<file path="config.mk">
export PLATFORM = sky130hd
export DESIGN_NAME = sorted_polynomial_term_accumulator_core_flat
export DESIGN_NICKNAME = d
export VERILOG_FILES = /design/src/rtl/core/spta_pkg.sv /design/src/rtl/core/spta_in_if.sv /design/src/rtl/core/spta_out_if.sv /design/src/rtl/core/spta_ctrl.sv /design/src/rtl/core/spta_dp.sv /design/src/rtl/core/sorted_polynomial_term_accumulator_core.sv /design/src/flat_wrapper.sv
export SDC_FILE = /design/constraint.sdc
export NUM_CORES = 1
export LEC_CHECK = 0
export BUFFER_PORTS_ARGS = -buffer_cell sky130_fd_sc_hd__buf_4
export CAP_MARGIN = 0
export CORE_ASPECT_RATIO = 0.8
export CORE_UTILIZATION = 40
export DETAILED_ROUTE_END_ITERATION = 8
export SETUP_SLACK_MARGIN = 0.02
export SLEW_MARGIN = 5
export SYNTH_ARGS = -nofsm -noshare
export SYNTH_HDL_FRONTEND = slang
export SYNTH_SLANG_ARGS = --single-unit
</file>
<file path="constraint.sdc">
create_clock -name i_clk -period 5 [get_ports i_clk]
set_input_delay 0.25 -clock i_clk [delete_from_list [all_inputs] [get_ports i_clk]]
set_output_delay 0.25 -clock i_clk [all_outputs]
set_load 0.01 [all_outputs]
</file>
<file path="src/rtl/core/spta_pkg.sv">
package spta_pkg;

    localparam int MAX_TERMS_DEF = 16;

    localparam int COEFF_W  = 32;
    localparam int EXP_W    = 16;
    localparam int STATUS_W = 3;
    localparam int POS_W    = 5;

    localparam logic [STATUS_W-1:0] ST_ZERO    = 3'd0;
    localparam logic [STATUS_W-1:0] ST_NEW     = 3'd1;
    localparam logic [STATUS_W-1:0] ST_MERGE   = 3'd2;
    localparam logic [STATUS_W-1:0] ST_REMOVED = 3'd3;
    localparam logic [STATUS_W-1:0] ST_FULL    = 3'd4;
    localparam logic [STATUS_W-1:0] ST_DUMP    = 3'd5;

    localparam logic [1:0] WS_MOVE = 2'd0;
    localparam logic [1:0] WS_SUM  = 2'd1;
    localparam logic [1:0] WS_NEW  = 2'd2;

    typedef struct packed {
        logic                in_ready;
        logic                latch_sum;
        logic                wr_en;
        logic [1:0]          wsel;
        logic                load_out;
        logic [STATUS_W-1:0] status;
        logic [POS_W-1:0]    pos;
        logic [POS_W-1:0]    total;
        logic                last;
    } t_cmd;

    typedef struct packed {
        logic in_fire;
        logic in_mode;
        logic in_czero;
        logic exp_le;
        logic exp_eq;
        logic sum_zero;
        logic out_free;
    } t_sts;

endpackage

</file>
<file path="src/rtl/core/spta_in_if.sv">
interface spta_in_if;
    logic                             valid;
    logic                             ready;
    logic                             mode;
    logic signed [spta_pkg::COEFF_W-1:0] coeff_in;
    logic        [spta_pkg::EXP_W-1:0]   exponent_in;

    modport source (output valid, mode, coeff_in, exponent_in, input ready);
    modport sink   (input valid, mode, coeff_in, exponent_in, output ready);
endinterface

</file>
<file path="src/rtl/core/spta_out_if.sv">
interface spta_out_if;
    logic                                 valid;
    logic                                 ready;
    logic        [spta_pkg::STATUS_W-1:0] status;
    logic        [spta_pkg::POS_W-1:0]    position;
    logic        [spta_pkg::POS_W-1:0]    term_total;
    logic        [spta_pkg::EXP_W-1:0]    out_exponent;
    logic signed [spta_pkg::COEFF_W-1:0]  out_coeff;
    logic                                 last;

    modport source (output valid, status, position, term_total, out_exponent, out_coeff,
                    last, input ready);
    modport sink   (input valid, status, position, term_total, out_exponent, out_coeff,
                    last, output ready);
endinterface

</file>
<file path="src/rtl/core/spta_ctrl.sv">
module spta_ctrl #(
    parameter int MAX_TERMS = spta_pkg::MAX_TERMS_DEF,
    parameter int AW        = $clog2(MAX_TERMS),
    parameter int CW        = $clog2(MAX_TERMS + 1)
) (
    input  logic              i_clk,
    input  logic              i_rst_n,
    input  spta_pkg::t_sts    i_sts,
    output spta_pkg::t_cmd    o_cmd,
    output logic [AW-1:0]     o_rd_addr,
    output logic [AW-1:0]     o_wr_addr
);

    localparam logic [2:0] S_IDLE = 3'd0;
    localparam logic [2:0] S_SRCH = 3'd1;
    localparam logic [2:0] S_DEC  = 3'd2;
    localparam logic [2:0] S_DN   = 3'd3;
    localparam logic [2:0] S_UP   = 3'd4;
    localparam logic [2:0] S_PUT  = 3'd5;
    localparam logic [2:0] S_RES  = 3'd6;
    localparam logic [2:0] S_DUMP = 3'd7;

    localparam logic [CW-1:0] ONE  = CW'(1);
    localparam logic [CW-1:0] FULL = CW'(MAX_TERMS);

    logic [2:0]                    r_state, n_state;
    logic [CW-1:0]                 r_cnt, n_cnt;
    logic [CW-1:0]                 r_idx, n_idx;
    logic [CW-1:0]                 r_pos, n_pos;
    logic                          r_match, n_match;
    logic [spta_pkg::STATUS_W-1:0] r_status, n_status;

    logic [CW-1:0] idx_p1, idx_m1, pos_p1, cnt_m1;

    assign idx_p1 = r_idx + ONE;
    assign idx_m1 = r_idx - ONE;
    assign pos_p1 = r_pos + ONE;
    assign cnt_m1 = r_cnt - ONE;

    // read address is n_idx, so the registered read data always matches r_idx
    assign o_rd_addr = n_idx[AW-1:0];

    always_ff @(posedge i_clk) begin
        if (!i_rst_n) begin
            r_state <= S_IDLE;
            r_cnt   <= '0;
        end else begin
            r_state <= n_state;
            r_cnt   <= n_cnt;
        end
        r_idx    <= n_idx;
        r_pos    <= n_pos;
        r_match  <= n_match;
        r_status <= n_status;
    end

    always_comb begin
        n_state   = r_state;
        n_cnt     = r_cnt;
        n_idx     = r_idx;
        n_pos     = r_pos;
        n_match   = r_match;
        n_status  = r_status;
        o_wr_addr = r_pos[AW-1:0];

        o_cmd           = '0;
        o_cmd.wsel      = spta_pkg::WS_MOVE;
        o_cmd.status    = r_status;
        o_cmd.pos       = spta_pkg::POS_W'(r_pos);
        o_cmd.total     = spta_pkg::POS_W'(r_cnt);
        o_cmd.last      = 1'b1;

        unique case (r_state)
            S_IDLE: begin
                o_cmd.in_ready = 1'b1;
                if (i_sts.in_fire) begin
                    n_idx = '0;
                    if (i_sts.in_mode) begin
                        if (r_cnt != '0) begin
                            n_state = S_DUMP;
                        end
                    end else if (i_sts.in_czero) begin
                        n_pos    = '0;
                        n_status = spta_pkg::ST_ZERO;
                        n_state  = S_RES;
                    end else begin
                        n_state = S_SRCH;
                    end
                end
            end
            S_SRCH: begin
                if (r_idx == r_cnt) begin
                    n_pos   = r_idx;
                    n_match = 1'b0;
                    n_state = S_DEC;
                end else if (i_sts.exp_le) begin
                    n_pos           = r_idx;
                    n_match         = i_sts.exp_eq;
                    o_cmd.latch_sum = 1'b1;
                    n_state         = S_DEC;
                end else begin
                    n_idx = idx_p1;
                end
            end
            S_DEC: begin
                if (r_match) begin
                    if (i_sts.sum_zero) begin
                        n_idx   = pos_p1;
                        n_state = S_DN;
                    end else begin
                        o_cmd.wr_en = 1'b1;
                        o_cmd.wsel  = spta_pkg::WS_SUM;
                        n_status    = spta_pkg::ST_MERGE;
                        n_state     = S_RES;
                    end
                end else if (r_cnt == FULL) begin
                    n_status = spta_pkg::ST_FULL;
                    n_state  = S_RES;
                end else if (r_pos == r_cnt) begin
                    n_state = S_PUT;
                end else begin
                    n_idx   = cnt_m1;
                    n_state = S_UP;
                end
            end
            S_DN: begin
                if (r_idx == r_cnt) begin
                    n_cnt    = cnt_m1;
                    n_status = spta_pkg::ST_REMOVED;
                    n_state  = S_RES;
                end else begin
                    o_cmd.wr_en = 1'b1;
                    o_wr_addr   = idx_m1[AW-1:0];
                    n_idx       = idx_p1;
                end
            end
            S_UP: begin
                o_cmd.wr_en = 1'b1;
                o_wr_addr   = idx_p1[AW-1:0];
                if (r_idx == r_pos) begin
                    n_state = S_PUT;
                end else begin
                    n_idx = idx_m1;
                end
            end
            S_PUT: begin
                o_cmd.wr_en = 1'b1;
                o_cmd.wsel  = spta_pkg::WS_NEW;
                n_cnt       = r_cnt + ONE;
                n_status    = spta_pkg::ST_NEW;
                n_state     = S_RES;
            end
            S_RES: begin
                if (i_sts.out_free) begin
                    o_cmd.load_out = 1'b1;
                    n_state        = S_IDLE;
                end
            end
            S_DUMP: begin
                o_cmd.status = spta_pkg::ST_DUMP;
                o_cmd.pos    = spta_pkg::POS_W'(r_idx);
                o_cmd.last   = (r_idx == cnt_m1);
                if (i_sts.out_free) begin
                    o_cmd.load_out = 1'b1;
                    n_idx          = idx_p1;
                    if (r_idx == cnt_m1) begin
                        n_state = S_IDLE;
                    end
                end
            end
            default: begin
                n_state = S_IDLE;
            end
        endcase
    end

endmodule

</file>
<file path="src/rtl/core/spta_dp.sv">
module spta_dp #(
    parameter int MAX_TERMS = spta_pkg::MAX_TERMS_DEF,
    parameter int AW        = $clog2(MAX_TERMS)
) (
    input  logic            i_clk,
    input  logic            i_rst_n,
    spta_in_if.sink         i_in,
    spta_out_if.source      o_out,
    input  spta_pkg::t_cmd  i_cmd,
    input  logic [AW-1:0]   i_rd_addr,
    input  logic [AW-1:0]   i_wr_addr,
    output spta_pkg::t_sts  o_sts
);

    localparam int CWD = spta_pkg::COEFF_W;
    localparam int EWD = spta_pkg::EXP_W;

    logic        [EWD-1:0] mem_exp   [MAX_TERMS];
    logic signed [CWD-1:0] mem_coeff [MAX_TERMS];

    logic        [EWD-1:0] r_rd_exp;
    logic signed [CWD-1:0] r_rd_coeff;
    logic        [EWD-1:0] r_ex;
    logic signed [CWD-1:0] r_c;
    logic signed [CWD-1:0] r_sum;

    logic                          r_o_valid;
    logic [spta_pkg::STATUS_W-1:0] r_o_status;
    logic [spta_pkg::POS_W-1:0]    r_o_pos;
    logic [spta_pkg::POS_W-1:0]    r_o_total;
    logic [EWD-1:0]                r_o_exp;
    logic signed [CWD-1:0]         r_o_coeff;
    logic                          r_o_last;

    logic                  in_fire;
    logic signed [CWD:0]   sum_wide;
    logic signed [CWD-1:0] sum_sat;
    logic        [EWD-1:0] wr_exp;
    logic signed [CWD-1:0] wr_coeff;
    logic        [EWD-1:0] sel_exp;
    logic signed [CWD-1:0] sel_coeff;

    assign i_in.ready = i_cmd.in_ready;
    assign in_fire    = i_in.valid & i_cmd.in_ready;

    assign sum_wide = {r_rd_coeff[CWD-1], r_rd_coeff} + {r_c[CWD-1], r_c};

    always_comb begin
        if (sum_wide[CWD] != sum_wide[CWD-1]) begin
            sum_sat = sum_wide[CWD] ? {1'b1, {(CWD-1){1'b0}}} : {1'b0, {(CWD-1){1'b1}}};
        end else begin
            sum_sat = sum_wide[CWD-1:0];
        end
    end

    always_comb begin
        case (i_cmd.wsel)
            spta_pkg::WS_SUM: begin
                wr_exp   = r_ex;
                wr_coeff = r_sum;
            end
            spta_pkg::WS_NEW: begin
                wr_exp   = r_ex;
                wr_coeff = r_c;
            end
            default: begin
                wr_exp   = r_rd_exp;
                wr_coeff = r_rd_coeff;
            end
        endcase
    end

    always_ff @(posedge i_clk) begin
        if (i_cmd.wr_en) begin
            mem_exp[i_wr_addr]   <= wr_exp;
            mem_coeff[i_wr_addr] <= wr_coeff;
        end
        r_rd_exp   <= mem_exp[i_rd_addr];
        r_rd_coeff <= mem_coeff[i_rd_addr];
    end

    always_ff @(posedge i_clk) begin
        if (in_fire) begin
            r_ex <= i_in.exponent_in;
            r_c  <= i_in.coeff_in;
        end
        if (i_cmd.latch_sum) begin
            r_sum <= sum_sat;
        end
    end

    always_comb begin
        sel_exp = (i_cmd.status == spta_pkg::ST_DUMP) ? r_rd_exp : r_ex;
        case (i_cmd.status) inside
            spta_pkg::ST_ZERO, spta_pkg::ST_REMOVED: sel_coeff = '0;
            spta_pkg::ST_NEW, spta_pkg::ST_FULL:     sel_coeff = r_c;
            spta_pkg::ST_MERGE:                      sel_coeff = r_sum;
            default:                                 sel_coeff = r_rd_coeff;
        endcase
    end

    always_ff @(posedge i_clk) begin
        if (!i_rst_n) begin
            r_o_valid <= 1'b0;
        end else if (i_cmd.load_out) begin
            r_o_valid <= 1'b1;
        end else if (o_out.ready) begin
            r_o_valid <= 1'b0;
        end
        if (i_cmd.load_out) begin
            r_o_status <= i_cmd.status;
            r_o_pos    <= i_cmd.pos;
            r_o_total  <= i_cmd.total;
            r_o_exp    <= sel_exp;
            r_o_coeff  <= sel_coeff;
            r_o_last   <= i_cmd.last;
        end
    end

    assign o_out.valid        = r_o_valid;
    assign o_out.status       = r_o_status;
    assign o_out.position     = r_o_pos;
    assign o_out.term_total   = r_o_total;
    assign o_out.out_exponent = r_o_exp;
    assign o_out.out_coeff    = r_o_coeff;
    assign o_out.last         = r_o_last;

    assign o_sts.in_fire  = in_fire;
    assign o_sts.in_mode  = i_in.mode;
    assign o_sts.in_czero = (i_in.coeff_in == '0);
    assign o_sts.exp_le   = (r_rd_exp <= r_ex);
    assign o_sts.exp_eq   = (r_rd_exp == r_ex);
    assign o_sts.sum_zero = (r_sum == '0);
    assign o_sts.out_free = ~r_o_valid | o_out.ready;

endmodule

</file>
<file path="src/rtl/core/sorted_polynomial_term_accumulator_core.sv">
// Channel | Dir | Fields
// i_in    | in  | mode, coeff_in (Q16.16), exponent_in
// o_out   | out | status, position, term_total, out_exponent, out_coeff, last
//
// Terms live in one memory kept sorted by falling exponent, one port each way.
// Insert: accept, linear search (one entry per cycle), decide, entry shift (one per
// cycle), write, result (held until the output is free). A match summing to zero
// removes its entry, shifting later ones down; a full table refuses a new term.
// A zero coefficient skips the search. Dump: one term per cycle while output is free.
// One item in flight at a time. Reset clears the count, state and output valid; the
// memory needs no clearing. A stalled output holds its register; the next item waits.
module sorted_polynomial_term_accumulator_core #(
    parameter int MAX_TERMS = spta_pkg::MAX_TERMS_DEF
) (
    input  logic        i_clk,
    input  logic        i_rst_n,
    spta_in_if.sink     i_in,
    spta_out_if.source  o_out
);

    localparam int AW = $clog2(MAX_TERMS);
    localparam int CW = $clog2(MAX_TERMS + 1);

    spta_pkg::t_cmd cmd;
    spta_pkg::t_sts sts;
    logic [AW-1:0]  rd_addr;
    logic [AW-1:0]  wr_addr;

    spta_ctrl #(
        .MAX_TERMS (MAX_TERMS),
        .AW        (AW),
        .CW        (CW)
    ) u_ctrl (
        .i_clk     (i_clk),
        .i_rst_n   (i_rst_n),
        .i_sts     (sts),
        .o_cmd     (cmd),
        .o_rd_addr (rd_addr),
        .o_wr_addr (wr_addr)
    );

    spta_dp #(
        .MAX_TERMS (MAX_TERMS),
        .AW        (AW)
    ) u_dp (
        .i_clk     (i_clk),
        .i_rst_n   (i_rst_n),
        .i_in      (i_in),
        .o_out     (o_out),
        .i_cmd     (cmd),
        .i_rd_addr (rd_addr),
        .i_wr_addr (wr_addr),
        .o_sts     (sts)
    );

endmodule
</file>
<file path="src/flat_wrapper.sv">
// flat-port wrapper written by rule: the top's interface ports become plain ports
module sorted_polynomial_term_accumulator_core_flat 
#(
    parameter int MAX_TERMS = spta_pkg::MAX_TERMS_DEF
)
  (i_clk, i_rst_n, i_in_valid, i_in_mode, i_in_coeff_in, i_in_exponent_in, i_in_ready, o_out_valid, o_out_status, o_out_position, o_out_term_total, o_out_out_exponent, o_out_out_coeff, o_out_last, o_out_ready);
  spta_in_if i_in_i ();
  spta_out_if o_out_i ();
  input  logic i_clk;
  input  logic i_rst_n;
  input wire logic [$bits(i_in_i.valid)-1:0] i_in_valid;
  input wire logic [$bits(i_in_i.mode)-1:0] i_in_mode;
  input wire logic [$bits(i_in_i.coeff_in)-1:0] i_in_coeff_in;
  input wire logic [$bits(i_in_i.exponent_in)-1:0] i_in_exponent_in;
  output wire logic [$bits(i_in_i.ready)-1:0] i_in_ready;
  output wire logic [$bits(o_out_i.valid)-1:0] o_out_valid;
  output wire logic [$bits(o_out_i.status)-1:0] o_out_status;
  output wire logic [$bits(o_out_i.position)-1:0] o_out_position;
  output wire logic [$bits(o_out_i.term_total)-1:0] o_out_term_total;
  output wire logic [$bits(o_out_i.out_exponent)-1:0] o_out_out_exponent;
  output wire logic [$bits(o_out_i.out_coeff)-1:0] o_out_out_coeff;
  output wire logic [$bits(o_out_i.last)-1:0] o_out_last;
  input wire logic [$bits(o_out_i.ready)-1:0] o_out_ready;
  assign i_in_i.valid = i_in_valid;
  assign i_in_i.mode = i_in_mode;
  assign i_in_i.coeff_in = i_in_coeff_in;
  assign i_in_i.exponent_in = i_in_exponent_in;
  assign i_in_ready = i_in_i.ready;
  assign o_out_valid = o_out_i.valid;
  assign o_out_status = o_out_i.status;
  assign o_out_position = o_out_i.position;
  assign o_out_term_total = o_out_i.term_total;
  assign o_out_out_exponent = o_out_i.out_exponent;
  assign o_out_out_coeff = o_out_i.out_coeff;
  assign o_out_last = o_out_i.last;
  assign o_out_i.ready = o_out_ready;
  sorted_polynomial_term_accumulator_core #(.MAX_TERMS(MAX_TERMS)) u_core (.i_clk(i_clk), .i_rst_n(i_rst_n), .i_in(i_in_i), .o_out(o_out_i));
endmodule
</file>
==> metrics, run 1 <==
WL/cell 23.9 µm; TritonCTS buffer count around 100; Netlist cell types 84; area grow syn2layout 16.6%; mux cell area share after synthesis 17.8%; Slew Limit Fails 0; Initial Utilization 40.4%; setup violators final 0; Mapped Cells between 2000 and 3000; grt ovf 0; GRT Resource Usage Total 19.4%; main combinational cell family by area after synthesis multiplexers; routed vias/inst 5.44; # IOs 117; H-tree depth 3; Core Region 105000 µm²; Net Count, Synth 2695; vias in the first global route around 24000; highest-count cells in the layout ignoring fill and taps edfxtp_1 (920), mux2i_1 (615), buf_4 (211); Fin. Hold Viols 0; final clock period utilization by the worst path approximately nine tenths; upper clock frequency limit 218 MHz; initial antenna violation count 5; crit path launch type register; CP Data Required Time 5.42 ns; TNS Setup 0 ns; FP Rows 106; dominant synthesized flop cell edfxtp_1; worst relative slew slack 23.0%; max_cap viols 0; DRC 0; worst slew pin tran roughly 1.2 ns; crit path max fanout 14; Final Core Density 47.1%; # clock sinks 981; Critical Path End Type register; most common cell after layout, fill and taps aside edfxtp_1; gpl congestion 0.874; largest net degree at the start of global routing between 60 and 70; crit path cell chain ha_1 -> inv_1 -> fa_1 -> nor2b_1 -> o21a_1 -> o21ai_0 -> a211oi_1 -> buf_4 -> nor2_1 -> nor3b_1 -> o311ai_0 -> a31oi_1 -> nor2_1 -> buf_4 -> o21ai_0; die height approximately 290 µm; Compound-Gate Fraction of Synth Area around 4.9%; clk slew on worst S/H paths about 0.06 ns; Detail Placement HPWL between 60000 and 70000 µm; Worst Clk Skew between 0.04 and 0.05 ns; post-CTS sizing 0; Sequential Area slightly below 30000 µm²; clk buf depth 3; xor and xnor area share after synthesis 1.16%; Final min period approximately 4.6 ns; IO buf count 116; Layout Nets 2954; sequential share of the synthesized area about two thirds; first-pass GRT wire length 153000 µm; CTS tree done; Die W 365 µm; Post-Synth Adder-Cell Area 1.87%; hold buffers post-CTS 50; simple-gate share of the synthesized area approximately 3.5%; ys async rst share 0%; worst path arrival time approximately 5 ns; Multi-input gate area 12500 µm²; area of the mapped netlist 42200 µm²; share of cells above drive strength 1 16.8%; Hold Path Class in2reg; number of instances in the placed design a little over 4000; ant diodes 0; DRT iter0 DRCs approximately 2000; clock latency on the worst-skew pair 0.68 ns; Synth Register Bits 981; status finished, final reports clean; Final ANT Viol Nets 0; Routed WL 104000 µm; setup bufs post-CTS 0; slowest stage cell, crit path nor2_1; Clk Tree Root Cell clkbuf_16; via count 23557; Mean Syn Cell Area 16.3 µm²; WS Path Type reg2reg; Die Area 107000 µm²; Largest stage delay, worst path 0.83 ns; Filler cells 8957; yosys warns 0; RSZ-0062 raised after global routing no; post-route insts no fill 4331; DRT Pass-1 Iters 7; Post-synth EDFFs 920
## synth_stat cells, types with 3 or more instances
library cell    n  share of area [%]
nand2_1        93               0.83
buf_2          37               0.44
a21boi_0        6               0.11
xnor2_1        34               0.71
or3_1           3              0.045
buf_4          17               0.30
o21ai_0        89                1.1
o21bai_1        8               0.14
nor2_1        102               0.91
a211o_1         3              0.062
o22ai_1         3              0.045
maj3_1          8               0.19
buf_1           7              0.062
nand4_1        14               0.21
and3_1          6              0.089
a221o_1         4              0.095
mux2_2         19               0.51
ha_1           55                1.6
a22oi_1        34               0.61
o21a_1          6               0.11
inv_1          45               0.40
nor4_1         20               0.30
a211oi_1       36               0.64
a31oi_1         5              0.074
nand3_1        12               0.14
o211ai_1        5              0.089
buf_6          24               0.64
mux2i_1       615                 15
a21o_1         11               0.20
nor3b_1         4              0.071
nor2b_1         8               0.12
mux4_2         38                2.0
mux4_1         10               0.62
xor2_1         22               0.46
a2bb2oi_1       3              0.062
a221oi_1        3              0.062
clkbuf_1       41               0.36
nor3_1         12               0.14
edfxtp_1      920                 65
nand2b_1       13               0.19
or2_2           4              0.059
dfxtp_1        61                2.9
a21oi_1        64               0.76
and2_1         12               0.18
## cell type report
class	count	share of cell area, %
sequential	981	58.7
multi-input combinational	1429	25.5
clock buffer	123	5.43
timing repair buffer	289	5.38
tap	1404	3.57
clock inverter	60	1.17
inverter	45	0.346
## metrics by stage
stage	hold slack (ns)	setup WS [ns]	cell area (µm²)
2_1_floorplan	0.349	0.541	42200
3_3_place_gp	0.429	0.553	45400
3_5_place_dp	0.429	0.527	45400
4_1_cts	0.0656	0.540	49200
5_1_grt	0.115	0.0769	49200
6_report	0.114	0.413	49200
## flip-flops by register name, indices dropped and copies added (netlist names)
name	cells
u_core.u_dp.r_c	32
u_core.u_dp.r_rd_coeff	32
u_core.u_dp.o_out.out_coeff	32
u_core.u_dp.o_out.position	5
u_core.u_ctrl.r_idx	5
u_core.u_ctrl.r_state	3
u_core.u_dp.o_out.valid	1
u_core.u_dp.o_out.out_exponent	16
u_core.u_dp.o_out.last	1
u_core.u_dp.mem_coeff	512
u_core.u_dp.mem_exp	256
u_core.u_ctrl.r_pos	5
u_core.u_dp.r_sum	32
u_core.u_ctrl.r_match	1
u_core.u_dp.r_ex	16
u_core.u_ctrl.r_cnt	5
u_core.u_ctrl.r_status	3
u_core.u_dp.o_out.term_total	5
u_core.u_dp.o_out.status	3
u_core.u_dp.r_rd_exp	16
## routing by layer
layer | up-vias | part of all wire (%) | global-route usage (%)
li1 | 10644 | - | -
met2 | 715 | 46 | 30.5
met4 | 2 | 1.8 | 4.13
met3 | 120 | 5.8 | 3.00
met5 | - | 0.011 | 0
met1 | 12076 | 46 | 28.3
## critical path: cells and delay by family (launching register included)
family | cells | cell delay, ns
compound gates | 6 | 1.41
fa+ha+maj | 2 | 0.46
buf+inv | 3 | 0.59
flops | 1 | 0.42
simple gates | 4 | 1.48
## final timing paths
kind                                                      from                                            to  slack, ns  cells after the start
worst max-delay path              u_core.u_dp.r_c[0]$_DFFE_PP_                u_core.u_dp.r_sum[5]$_DFFE_PP_       0.41                     15
worst min-delay path                                 i_in_mode         u_core.u_ctrl.r_state[1]$_SDFFE_PN0P_       0.11                      4
worst max register to register    u_core.u_dp.r_c[0]$_DFFE_PP_                u_core.u_dp.r_sum[5]$_DFFE_PP_       0.41                     15
worst min register to register  u_core.u_dp.r_ex[14]$_DFFE_PP_  u_core.u_dp.o_out.out_exponent[14]$_DFFE_PP_       0.58                      1
## cells by family after synthesis
family,after synthesis
adder cells (fa/ha/maj),64
flip-flops,981
buffers and inverters,176
multiplexers,683
XOR/XNOR,56
AO/OA/AOI/OAI,314
AND/OR/NAND/NOR,312
Power of run 1 is left out: the tool's default activity adds up to more than one toggle a clock period on the data nets, which glitch-free logic cannot reach.
==> inputs of run 2 (changes only) <==
CELL_PAD_IN_SITES_DETAIL_PLACEMENT = 0   (was not set)
CELL_PAD_IN_SITES_GLOBAL_PLACEMENT = 1   (was not set)
CORE_UTILIZATION = 51   (was 40)
PLACE_DENSITY_LB_ADDON = 0.1   (was not set)
==> run 2 against run 1 <==
Net effect:
- clock skew hardly changed
- critical endpoint is now u_core.u_dp.r_rd_coeff[31]$_DFF_P_
- utilization grew 13 points
- critical path depth is 3 lower
- worst setup slack worse by 0.037 ns
- sequential share of layout area grew 0.15 points
- final cell count is 7.0% lower
- final area down 0.25%
- count of clock-buffer cells in the layout up 18
==> metrics, run 2 (same netlist as run 1, synthesis figures left out) <==
status finished, final reports clean; share of cells above drive strength 1 17.0%; hold buffers post-CTS between 40 and 50; fin worst setup slack 0.375 ns; Final min period 4.62 ns; worst relative slew slack 16.8%; RSZ-0062 raised after global routing no; Final ANT Viol Nets 0; vias in the first global route 23018; worst slew pin tran around 1.2 ns; IO buf count between 100 and 150; max_cap viols 0; Slew Limit Fails 0; design area roughly 50000 µm²; FP Rows 93; Clk Tree Root Cell clkbuf_16; GRT Resource Usage Total 23.8%; R2R depth 12; # IOs around 120; highest-count cells in the layout ignoring fill and taps edfxtp_1 (920), mux2i_1 (615), buf_4 (213); first-pass GRT wire length 147000 µm; Filler cells between 6000 and 7000; number of flip-flops under the largest register name a little over 500; Detail Placement HPWL between 60000 and 70000 µm; worst path arrival time ~5.2 ns; setup bufs post-CTS 0; clock latency on the worst-skew pair 0.68 ns; ant diodes 0; DRT Pass-1 Iters 6; Worst Clk Skew 0.0425 ns; largest net degree at the start of global routing 75; gpl congestion 0.904; worst hold path depth 3; Critical Path End Type register; # clock sinks ~1000; DRT iter0 DRCs approximately 2100; most common cell after layout, fill and taps aside edfxtp_1; via count about 23000; Largest regs u_core.u_dp.mem_coeff: 512 flops, u_core.u_dp.mem_exp: 256 flops; crit path launch type register; upper clock frequency limit ~220 MHz; R2R Path End u_core.u_dp.r_rd_coeff[31]$_DFF_P_; Initial Utilization 51.9%; CTS tree done; post-CTS sizing 0; CP Data Required Time 5.55 ns; Layout Nets a little under 3000; H-tree depth 3; worst r2r src u_core.u_dp.r_ex[15]$_DFFE_PP_; setup violators final 0; register with the most flip-flops u_core.u_dp.mem_coeff; area grow syn2layout 16.3%; hold path start o_out_ready; Place WS roughly 0.64 ns; initial antenna violation count 0; Routed WL 100000 µm; WS Path Type reg2reg; hold path endpoint u_core.u_dp.o_out.valid$_SDFFE_PN0P_; WL/cell around 25 µm; flop2flop setup slack 0.38 ns; Hold Path Class in2reg; die height 259 µm; clk slew on worst S/H paths 0.06 ns; Die Area roughly 84000 µm²; hold slack 0.0418 ns; Core Region 81200 µm²; routed vias/inst 5.80; clk buf depth 3; Fin. Hold Viols 0; crit path max fanout 28; dpl cell area 45100 µm²; DRC 0; TNS Setup 0 ns; Die W 324 µm; grt ovf 0; final clock period utilization by the worst path between 90% and 100%; TritonCTS buffer count 98
## run 2: worst max-delay path, stage by stage, from the launching register on
cell and delay (ns):
edfxtp_1 0.36, inv_1 0.06, ha_1 0.31, nand4_1 0.26, nor4_1 0.81, a31oi_1 0.35
o21a_1 0.32, o21ai_0 0.39, a221o_4 0.66, buf_4 0.39, mux2i_1 0.12, mux2i_1 0.28
mux2i_1 0.12
## run 2: worst max path at each step
stage,start,to
floorplan,u_core.u_ctrl.r_idx[4]$_DFFE_PP_,u_core.u_dp.mem_coeff[1][0]$_DFFE_PP_
global placement,u_core.u_dp.r_ex[1]$_DFFE_PP_,u_core.u_dp.r_rd_coeff[28]$_DFF_P_
detailed placement,u_core.u_dp.r_ex[15]$_DFFE_PP_,u_core.u_dp.r_rd_coeff[27]$_DFF_P_
CTS,u_core.u_dp.r_ex[15]$_DFFE_PP_,u_core.u_dp.r_rd_coeff[30]$_DFF_P_
global route,u_core.u_dp.r_ex[15]$_DFFE_PP_,u_core.u_dp.r_rd_coeff[31]$_DFF_P_
finish,u_core.u_dp.r_ex[15]$_DFFE_PP_,u_core.u_dp.r_rd_coeff[31]$_DFF_P_
## run 2: layer usage
metal,vias up,global-route usage (%),part of all wire (%)
met2,754,35.9,45
li1,10664,-,-
met4,0,5.52,1.9
met1,11810,36.2,47
met3,132,3.98,6.2
met5,-,0,0
## run 2: metrics by stage
step / util (%) / instances
after global routing: 60.4 / 4026
after global placement: 55.6 / 3792
after detailed placement: 55.6 / 3792
after floorplan: - / 2586
final: 60.4 / 4026
after CTS: 60.4 / 4026
## run 2: cell type report
cell class	count	area [µm²]	area share, %
clock buffer	141	2790	5.68
clock inverter	44	649	1.32
inverter	45	169	0.344
multi-input combinational	1429	12500	25.5
sequential	981	28800	58.8
tap	1092	1370	2.78
timing repair buffer	294	2730	5.56
Power of run 2 is left out for the same reason.
